File: src/rtl/build_script_tokenizer_unit_macros.svh
// assertion macros shared by the tokenizer rtl
`ifndef BUILD_SCRIPT_TOKENIZER_UNIT_MACROS_SVH
`define BUILD_SCRIPT_TOKENIZER_UNIT_MACROS_SVH

// same-cycle implication, checked on clk, off while arst_n is low
`define BSTOK_ASSERT_SAME(label, ante, cons, msg) \
	label: assert property (@(posedge clk) disable iff (!arst_n) (ante) |-> (cons)) \
		else $error(msg);

// next-cycle implication, checked on clk, off while arst_n is low
`define BSTOK_ASSERT_NEXT(label, ante, cons, msg) \
	label: assert property (@(posedge clk) disable iff (!arst_n) (ante) |=> (cons)) \
		else $error(msg);

`endif

File: src/rtl/bstok_pkg.sv
// types, character codes and helpers for the build script tokenizer
`default_nettype none
package bstok_pkg;

	typedef enum logic [2:0] {
		MODE_IDLE    = 3'd0,
		MODE_NUMBER  = 3'd1,
		MODE_IDENT   = 3'd2,
		MODE_STRING  = 3'd3,
		MODE_COMMENT = 3'd4,
		MODE_DISCARD = 3'd5
	} lex_mode_t;

	typedef enum logic [2:0] {
		KIND_NUMBER      = 3'd0,
		KIND_IDENT_CHAR  = 3'd1,
		KIND_IDENT_END   = 3'd2,
		KIND_STRING_CHAR = 3'd3,
		KIND_STRING_END  = 3'd4,
		KIND_PUNCT       = 3'd5,
		KIND_ERROR       = 3'd6
	} token_kind_t;

	localparam int unsigned VALUE_W = 32;
	localparam int unsigned PUNCT_COUNT = 6;

	localparam logic [7:0] CH_SPACE   = 8'h20;
	localparam logic [7:0] CH_TAB     = 8'h09;
	localparam logic [7:0] CH_NEWLINE = 8'h0a;
	localparam logic [7:0] CH_HASH    = 8'h23;
	localparam logic [7:0] CH_DQUOTE  = 8'h22;
	localparam logic [7:0] CH_SQUOTE  = 8'h27;
	localparam logic [7:0] CH_UNDER   = 8'h5f;
	localparam logic [7:0] CH_ZERO    = 8'h30;
	localparam logic [7:0] CH_NINE    = 8'h39;

	// punct code is the index into this table
	localparam logic [7:0] PUNCT_CHARS [PUNCT_COUNT] = '{
		8'h3d, 8'h28, 8'h29, 8'h5b, 8'h5d, 8'h2c
	};

	typedef struct packed {
		token_kind_t          kind;
		logic [7:0]           char_code;
		logic [2:0]           punct_code;
		logic [VALUE_W-1:0]   number_value;
		logic                 number_saturated;
		logic                 first_char;
		logic                 unterminated;
		logic                 last_of_run;
	} tok_t;

	function automatic logic is_digit(input logic [7:0] b);
		return (b >= CH_ZERO) && (b <= CH_NINE);
	endfunction

	function automatic logic is_ident_start(input logic [7:0] b);
		return ((b >= 8'h61) && (b <= 8'h7a)) || ((b >= 8'h41) && (b <= 8'h5a))
			|| (b == CH_UNDER);
	endfunction

	function automatic logic is_quote(input logic [7:0] b);
		return (b == CH_DQUOTE) || (b == CH_SQUOTE);
	endfunction

	function automatic logic is_blank(input logic [7:0] b);
		return (b == CH_SPACE) || (b == CH_TAB) || (b == CH_NEWLINE);
	endfunction

endpackage
`default_nettype wire

File: src/rtl/build_script_tokenizer_unit.sv
// build script tokenizer: one text byte in, zero to three tokens out
// a token is registered in the token queue before it appears on the master side
// throughput: one byte per cycle while each byte yields at most one token and m_axis_tready stays high
// a byte yielding two or three tokens stalls the input while they drain;
// the 4-entry token queue takes a new byte only while it holds at most one token
// reset: arst_n clears the lexer state and empties the queue at once
`default_nettype none
module build_script_tokenizer_unit
	import bstok_pkg::*;
#(
	parameter int unsigned NUMBER_BITS = 32
) (
	input  wire logic        clk,
	input  wire logic        arst_n,
	input  wire logic        s_axis_tvalid,
	output logic             s_axis_tready,
	input  wire logic [7:0]  s_axis_tdata,  // [7:0] text_byte
	input  wire logic        s_axis_tlast,  // end_of_text
	output logic             m_axis_tvalid,
	input  wire logic        m_axis_tready,
	// [7:0] char_code, [10:8] punct_code, [42:11] number_value,
	// [43] number_saturated, [44] first_char, [45] unterminated, [47:46] zero
	output logic [47:0]      m_axis_tdata,
	output logic [2:0]       m_axis_tuser,  // [2:0] token_kind
	output logic             m_axis_tlast   // last_of_run
);

	`include "build_script_tokenizer_unit_macros.svh"

	localparam int unsigned NB = NUMBER_BITS;

	lex_mode_t          mode_q, mode_d;
	logic [NB-1:0]      acc_q, acc_d;
	logic               sat_q, sat_d;
	logic               empty_q, empty_d;

	tok_t               fifo_q [4];
	logic [1:0]         wr_ptr_q, rd_ptr_q;
	logic [2:0]         count_q;

	tok_t               res [3];
	logic [1:0]         n_res;
	logic [1:0]         n_push;
	logic               accept, pop;
	tok_t               head;

	assign accept = s_axis_tvalid && s_axis_tready;
	assign pop    = m_axis_tvalid && m_axis_tready;
	assign n_push = accept ? n_res : 2'd0;

	always_comb begin
		logic [7:0]      b;
		logic [1:0]      n_v;
		logic            run_idle;
		logic            hit;
		logic [NB+3:0]   prod;
		logic [NB+31:0]  acc_ext;
		tok_t            blank;
		b        = s_axis_tdata;
		n_v      = 2'd0;
		run_idle = 1'b0;
		hit      = 1'b0;
		prod     = '0;
		blank    = '0;
		for (int i = 0; i < 3; i++) begin
			res[i] = blank;
		end
		mode_d  = mode_q;
		acc_d   = acc_q;
		sat_d   = sat_q;
		empty_d = empty_q;
		acc_ext = {{VALUE_W{1'b0}}, acc_q};

		unique case (mode_q)
			MODE_NUMBER: begin
				if (is_digit(b)) begin
					prod = ({4'b0, acc_q} << 3) + ({4'b0, acc_q} << 1) + (NB + 4)'(b[3:0]);
					if (sat_q || (prod[NB+3:NB] != 4'd0)) begin
						acc_d = '1;
						sat_d = 1'b1;
					end else begin
						acc_d = prod[NB-1:0];
					end
				end else begin
					res[n_v].kind             = KIND_NUMBER;
					res[n_v].number_value     = acc_ext[VALUE_W-1:0];
					res[n_v].number_saturated = sat_q;
					n_v = n_v + 2'd1;
					run_idle = 1'b1;
				end
			end
			MODE_IDENT: begin
				if (is_ident_start(b) || is_digit(b)) begin
					res[n_v].kind      = KIND_IDENT_CHAR;
					res[n_v].char_code = b;
					n_v = n_v + 2'd1;
				end else begin
					res[n_v].kind = KIND_IDENT_END;
					n_v = n_v + 2'd1;
					run_idle = 1'b1;
				end
			end
			MODE_STRING: begin
				if (is_quote(b)) begin
					res[n_v].kind = KIND_STRING_END;
					n_v = n_v + 2'd1;
					mode_d = MODE_IDLE;
				end else begin
					res[n_v].kind       = KIND_STRING_CHAR;
					res[n_v].char_code  = b;
					res[n_v].first_char = empty_q;
					n_v = n_v + 2'd1;
					empty_d = 1'b0;
				end
			end
			MODE_COMMENT: begin
				if (b == CH_NEWLINE) begin
					mode_d = MODE_IDLE;
				end
			end
			MODE_DISCARD: begin
			end
			default: begin
				run_idle = 1'b1;
			end
		endcase

		// byte handled as the start of a new token
		if (run_idle) begin
			mode_d = MODE_IDLE;
			if (is_blank(b)) begin
			end else if (b == CH_HASH) begin
				mode_d = MODE_COMMENT;
			end else if (is_digit(b)) begin
				acc_d  = NB'(b[3:0]);
				sat_d  = 1'b0;
				mode_d = MODE_NUMBER;
			end else if (is_quote(b)) begin
				empty_d = 1'b1;
				mode_d  = MODE_STRING;
			end else if (is_ident_start(b)) begin
				res[n_v].kind       = KIND_IDENT_CHAR;
				res[n_v].char_code  = b;
				res[n_v].first_char = 1'b1;
				n_v = n_v + 2'd1;
				mode_d = MODE_IDENT;
			end else begin
				for (int i = 0; i < PUNCT_COUNT; i++) begin
					if (b == PUNCT_CHARS[i]) begin
						hit = 1'b1;
						res[n_v].kind       = KIND_PUNCT;
						res[n_v].punct_code = 3'(i);
					end
				end
				if (!hit) begin
					res[n_v].kind      = KIND_ERROR;
					res[n_v].char_code = b;
					mode_d = MODE_DISCARD;
				end
				n_v = n_v + 2'd1;
			end
		end

		// end of text closes whatever is still open
		if (s_axis_tlast) begin
			acc_ext = {{VALUE_W{1'b0}}, acc_d};
			if (mode_d == MODE_NUMBER) begin
				res[n_v].kind             = KIND_NUMBER;
				res[n_v].number_value     = acc_ext[VALUE_W-1:0];
				res[n_v].number_saturated = sat_d;
				n_v = n_v + 2'd1;
			end else if (mode_d == MODE_IDENT) begin
				res[n_v].kind = KIND_IDENT_END;
				n_v = n_v + 2'd1;
			end else if (mode_d == MODE_STRING) begin
				res[n_v].kind         = KIND_STRING_END;
				res[n_v].unterminated = 1'b1;
				n_v = n_v + 2'd1;
			end
			mode_d  = MODE_IDLE;
			acc_d   = '0;
			sat_d   = 1'b0;
			empty_d = 1'b1;
		end

		if (n_v != 2'd0) begin
			res[n_v - 2'd1].last_of_run = 1'b1;
		end
		n_res = n_v;
	end

	always_ff @(posedge clk or negedge arst_n) begin
		if (!arst_n) begin
			mode_q  <= MODE_IDLE;
			acc_q   <= '0;
			sat_q   <= 1'b0;
			empty_q <= 1'b1;
		end else if (accept) begin
			mode_q  <= mode_d;
			acc_q   <= acc_d;
			sat_q   <= sat_d;
			empty_q <= empty_d;
		end
	end

	// token queue
	always_ff @(posedge clk or negedge arst_n) begin
		if (!arst_n) begin
			wr_ptr_q <= 2'd0;
			rd_ptr_q <= 2'd0;
			count_q  <= 3'd0;
		end else begin
			wr_ptr_q <= wr_ptr_q + n_push;
			rd_ptr_q <= rd_ptr_q + {1'b0, pop};
			count_q  <= count_q + {1'b0, n_push} - {2'b0, pop};
		end
	end

	always_ff @(posedge clk) begin
		for (int i = 0; i < 3; i++) begin
			if (2'(i) < n_push) begin
				fifo_q[wr_ptr_q + 2'(i)] <= res[i];
			end
		end
	end

	assign s_axis_tready = (count_q <= 3'd1);
	assign head          = fifo_q[rd_ptr_q];
	assign m_axis_tvalid = (count_q != 3'd0);
	assign m_axis_tdata  = {2'b00, head.unterminated, head.first_char, head.number_saturated,
		head.number_value, head.punct_code, head.char_code};
	assign m_axis_tuser  = head.kind;
	assign m_axis_tlast  = head.last_of_run;

	`BSTOK_ASSERT_SAME(a_queue_bound, 1'b1, count_q <= 3'd4, "token queue overflow")
	`BSTOK_ASSERT_SAME(a_accept_room, accept, count_q <= 3'd1, "byte taken without room")
	`BSTOK_ASSERT_NEXT(a_eot_resets, accept && s_axis_tlast,
		mode_q == MODE_IDLE && acc_q == '0 && !sat_q && empty_q, "state not cleared at end of text")
	`BSTOK_ASSERT_SAME(a_discard_quiet, accept && mode_q == MODE_DISCARD, n_push == 2'd0,
		"token emitted while discarding")

endmodule
`default_nettype wire
File: config.mk
export PLATFORM = sky130hd
export DESIGN_NAME = build_script_tokenizer_unit
export DESIGN_NICKNAME = d
export VERILOG_FILES = /design/src/rtl/bstok_pkg.sv /design/src/rtl/build_script_tokenizer_unit.sv
export VERILOG_INCLUDE_DIRS = /design/src /design/src/rtl
export SDC_FILE = /design/constraint.sdc
export NUM_CORES = 1
export LEC_CHECK = 0
export BUFFER_PORTS_ARGS = -buffer_cell sky130_fd_sc_hd__buf_2
export CORE_MARGIN = 2
export CORE_UTILIZATION = 60
export DETAILED_ROUTE_END_ITERATION = 10
export PLACE_DENSITY = 0.78
export SLEW_MARGIN = 15
export SYNTH_ARGS = -nofsm -noshare
export SYNTH_HDL_FRONTEND = slang
export SYNTH_SLANG_ARGS = --single-unit
File: constraint.sdc
create_clock -name clk -period 8.4 [get_ports clk]
set_input_delay 0.84 -clock clk [delete_from_list [all_inputs] [get_ports clk]]
set_output_delay 0.84 -clock clk [all_outputs]
set_load 0.02 [all_outputs]
## Word-level counts from Yosys, hierarchy flattened

Memories as Yosys holds them, arrays and structs flattened.
Cells that the tools add are included.

- Output and inout port bits: 54
- Flip-flop bits (word level): 44
- RAM bits: 200
- Memories: 1
- Bits of input ports: 13

- Add/subtract/negate cells: 11
- Bitwise logic cells: 3
- Multiplexer cells: 174
- Magnitude comparators: 16
- Reductions and logical operators: 20
- Eq/ne operators: 21

Memory list:

| name | depth | bits a word | rd ports | clocked after memory_dff | write ports | line | RTL |
|---|---|---|---|---|---|---|---|
| fifo_q | 4 | 50 | 1 | 0 | 3 | build_script_tokenizer_unit.sv:37 | `tok_t fifo_q [4];` |

Operators with widths:

| operator | number |
|---|---|
| $mux 150 | 54 |
| $bwmux 150 | 24 |
| $demux 50 s2 | 9 |
| $mux 32 | 8 |
| $mux 50 | 2 |
| $mux 33 | 2 |
| $eq 8x6->1 const B | 8 |
| $mux 47 | 1 |
| $mux 1 | 40 |
| $mux 39 | 1 |
| $add 35x33->36 | 1 |
| $add 36x4->36 | 1 |
| $mux 3 | 12 |
| $mux 36 | 1 |
| $eq 8x7->1 const B | 3 |
| $mux 2 | 12 |
| $eq 8x4->1 const B | 2 |
| $ge 8x7->1 const B | 2 |
| $le 8x7->1 const B | 2 |
| $mux 8 | 2 |
| $pmux 8 s2 | 1 |
| $eq 3x2->1 const B | 4 |
| $pmux 3 s2 | 2 |
| $ge 3x3->1 const B | 3 |
| 26 further kinds | 48 |

## Logic depth before layout (Yosys ltp)

- Word-level depth: 80
- Mapped depth: 19
- Mapped depth without buffers: 18

## Worst setup path after synthesis

Ideal clock, no wire load.

- Path type: input -> register
- Start point: in s_axis_tdata[2]
- End point: mem fifo_q[0][0] (netlist bit), enable pin
- Arrival time: 7472 ps
- Stages on the path: 18
- Path slack: 408 ps
- Path buffers: 4
- Data required time: 7881 ps
- Library setup time: 519 ps
- Path through: clkbuf_1 o21ai_0 and2_0 nor2_1 nor2_1 inv_1 ha_1 nor3_1 a21oi_2 clkbuf_1 ha_1 buf_1 inv_1 nand4_1 nand2_1 clkbuf_1 nor2_1 nor3_1

RTL lines:

| what | line | RTL |
|---|---|---|
| from (decl) | build_script_tokenizer_unit.sv:17 | `input wire logic [7:0] s_axis_tdata,` |
| to (decl) | build_script_tokenizer_unit.sv:37 |  |

==> flow_summary.toml <==
[sta]
setup_tns_ps = 0
slew_headroom = 0.186
hold_viol_final = 0
rsz0062_at_grt = "false"
fin_crit_ps = 6370
maxSlewViolCount = 0
fmax_mhz = 157
period_share = 0.758
fin_skew_ps = 11.5
tightest_slew_ps = 1210
setup_viol = 0

[synthesis]
synth_seq_area_share = 0.446
ys.flop_type = "edfxtp_1"
synth.distinct_cells = 98
synth_area_um2 = 15900
ys_ff_latch = 244
syn_area_per_cell_um2 = 11.0
ys_top_cells_by_area = "edfxtp_1 (38%), mux4_2 (7.1%), dfrtp_1 (6.8%)"
synth_top_area_frac = 0.377
yosys.area.top_type = "edfxtp_1"
synth_cells = 1445
yosysWarnings = 0
ys_async_sr_fraction = 0.180
synth_edf_count = 200

[worst_hold_path]
hp-class = "primary input to async pin"

[routing]
drtPass1Iterations = 8
drc = 0
viasPerCell = 7.37
wire_per_inst_um = 25.7
drt-initial-drc-count = 1840
postRouteAntennaNets = 0
wl_um = 46100
vias = 13200

[clocking]
cts_buffers = 26
cts_tree = "done"
clock_latency_ps = 530
ctsResizeCount = 0
cts_setup_buffers = 0
path_clk_slew_ps = 60
htree_num_levels = 1
cts_buffer_depth = 3
cts.sinks = 244
cts-root-buf = "clkbuf_16"
cts_hold_buf = 0

[setup_path]
reg2reg_from = "mode_q[0]"
crit_arrival_ps = 6600
worstRegToRegCells = 15
r2r_slack_ps = 2480
crit_start = "s_axis_tdata[4]"
cp-endpoint = "fifo_q[3][15]"
critPathLaunchType = "primary input"
crit_path_end_kind = "register"
cp_max_fo = 75
critPathKind = "primary input to register"
cp.required_ps = 8630
reg2reg_to = "fifo_q[3][15]"

[layout]
regArea_um2 = 7110
final_cell_mix = "edfxtp_1 (200), nand2_1 (113), o22ai_1 (78)"
multiInputGateArea_um2 = 8320
layout_commonest_cell = "edfxtp_1"
fillCellCount = 2005
diodes = 0
syn2layout_area_growth_pct = 8.55
final_nets = 1530
drive_above_1_share = 0.160
instances_no_fill = 1794

[job]
drv_cap = 0

[power]
swShare = 0.413
leakagePower_nw = 6.53
p_sw_mw = 2.24
p_comb_frac = 0.460
seqPwrFrac = 0.316
peakVddDrop_v = 0.000263
pwr-share-clk = 0.224
power_density_nw_per_um2 = 313
intPower_mw = 3.18

[place]
gp_congestion = 1.01
portBuffers = 64
placedCellCount = 1748
hpwl_um = 32000

[floorplan]
io_pins = 67
die_y_um = 167
core_area_um2 = 26100
start_util = 0.611
die_x_um = 167
num_rows = 59
dieArea_um2 = 27900

[global_routing]
grt_pass1_vias = 12500
track_usage = 0.328
grt_pass1_wl_um = 72800
antenna_found_initial = 0
gr-total-overflow = 0
grt_max_degree = 76

[status]
status = "finished, final reports clean"
## cells in the mapped netlist, types with 12 or more instances
master	count
a31oi_1	12
o21ai_0	64
nor2_1	80
a32o_1	53
a22oi_1	19
edfxtp_1	200
ha_1	73
nand4_1	26
nor3_1	29
xor2_1	17
dfrtp_1	43
and3_1	14
mux4_2	50
a22o_1	16
o22ai_1	80
nand2_1	114
a21oi_1	79
nand3_1	33
inv_1	25
mux2i_1	28
buf_2	22
a21o_1	21
a221oi_1	12
xnor2_1	17
nor3b_1	18
clkbuf_1	78
## through the flow
stage | hold WS [ps] | worst slack (ps) | util | total power [mW] | cell area (um2)
after CTS | 426 | 2270 | 0.663 | 5.39 | 17300
after global routing | 446 | 1610 | 0.664 | 5.67 | 17300
after global placement | 484 | 1880 | 0.628 | 4.14 | 16400
final | 399 | 2030 | 0.664 | 5.41 | 17300
after detailed placement | 497 | 1690 | 0.628 | 4.18 | 16400
after floorplan | 463 | 408 | - | 3.48 | 15900
## area by class of cell
cell class | count | share of cell area
multi-input cells | 1063 | 0.481
well taps | 335 | 0.0242
clock inverters | 15 | 0.0123
flip-flops and latches | 244 | 0.411
inverters | 26 | 0.00564
repair buffers | 80 | 0.0255
clock buffers | 31 | 0.0399
## sequential cells by signal, indices dropped and copies added, names as in the netlist
| name | flops |
|---|---|
| rd_ptr_q | 2 |
| acc_q | 32 |
| wr_ptr_q | 2 |
| mode_q | 3 |
| sat_q | 1 |
| empty_q | 1 |
| count_q | 3 |
| fifo_q | 200 |
## critical path, cell delays in order
cell      delay [ps]
buf_2            320
nor4bb_1         430
and2_0           430
nor2_4            30
buf_4            360
nor2_1           310
inv_1            140
ha_1             420
nor3_1           100
a21oi_2          550
ha_1             490
inv_1            210
nand4_2          180
a21oi_2          600
buf_4            310
or2_1            640
o22ai_1          210
## power groups by stage
stage / clock network, mW / logic (mW) / registers [mW]
after floorplan: 0 / 1.80 / 1.68
after global placement: 0 / 2.41 / 1.72
after detailed placement: 0 / 2.45 / 1.73
after CTS: 1.22 / 2.46 / 1.71
after global routing: 1.27 / 2.68 / 1.73
final: 1.21 / 2.49 / 1.71
## logic make-up (layout without fill, tap and decap cells)
logic type	after synthesis	count (layout)	share of synthesized area
AOI/OAI and AO/OA	472	472	0.212
xor gates and xnor gates	34	34	0.0187
adders and majority gates	76	76	0.0611
buffers and inverters	139	152	0.0374
DFF	244	244	0.446
muxes	88	88	0.0961
other	1	2	0.000235
and+or+nand+nor	391	391	0.128
## layer usage
metal	global-route usage	routed length, um	vias to the layer above
met3	0.0433	4820	94
li1	-	-	5787
met4	0.0952	1210	0
met1	0.487	18800	6464
met2	0.510	21400	870
met5	0	0	-
## worst min path at each step
stage	to	cells after the start	slack, ps
floorplan	count_q[2]	1	460
global placement	count_q[2]	1	480
detailed placement	count_q[2]	1	500
CTS	acc_q[6]	2	430
global route	acc_q[28]	2	450
finish	acc_q[28]	2	400
Note: power is estimated with default switching activity, not from simulation.
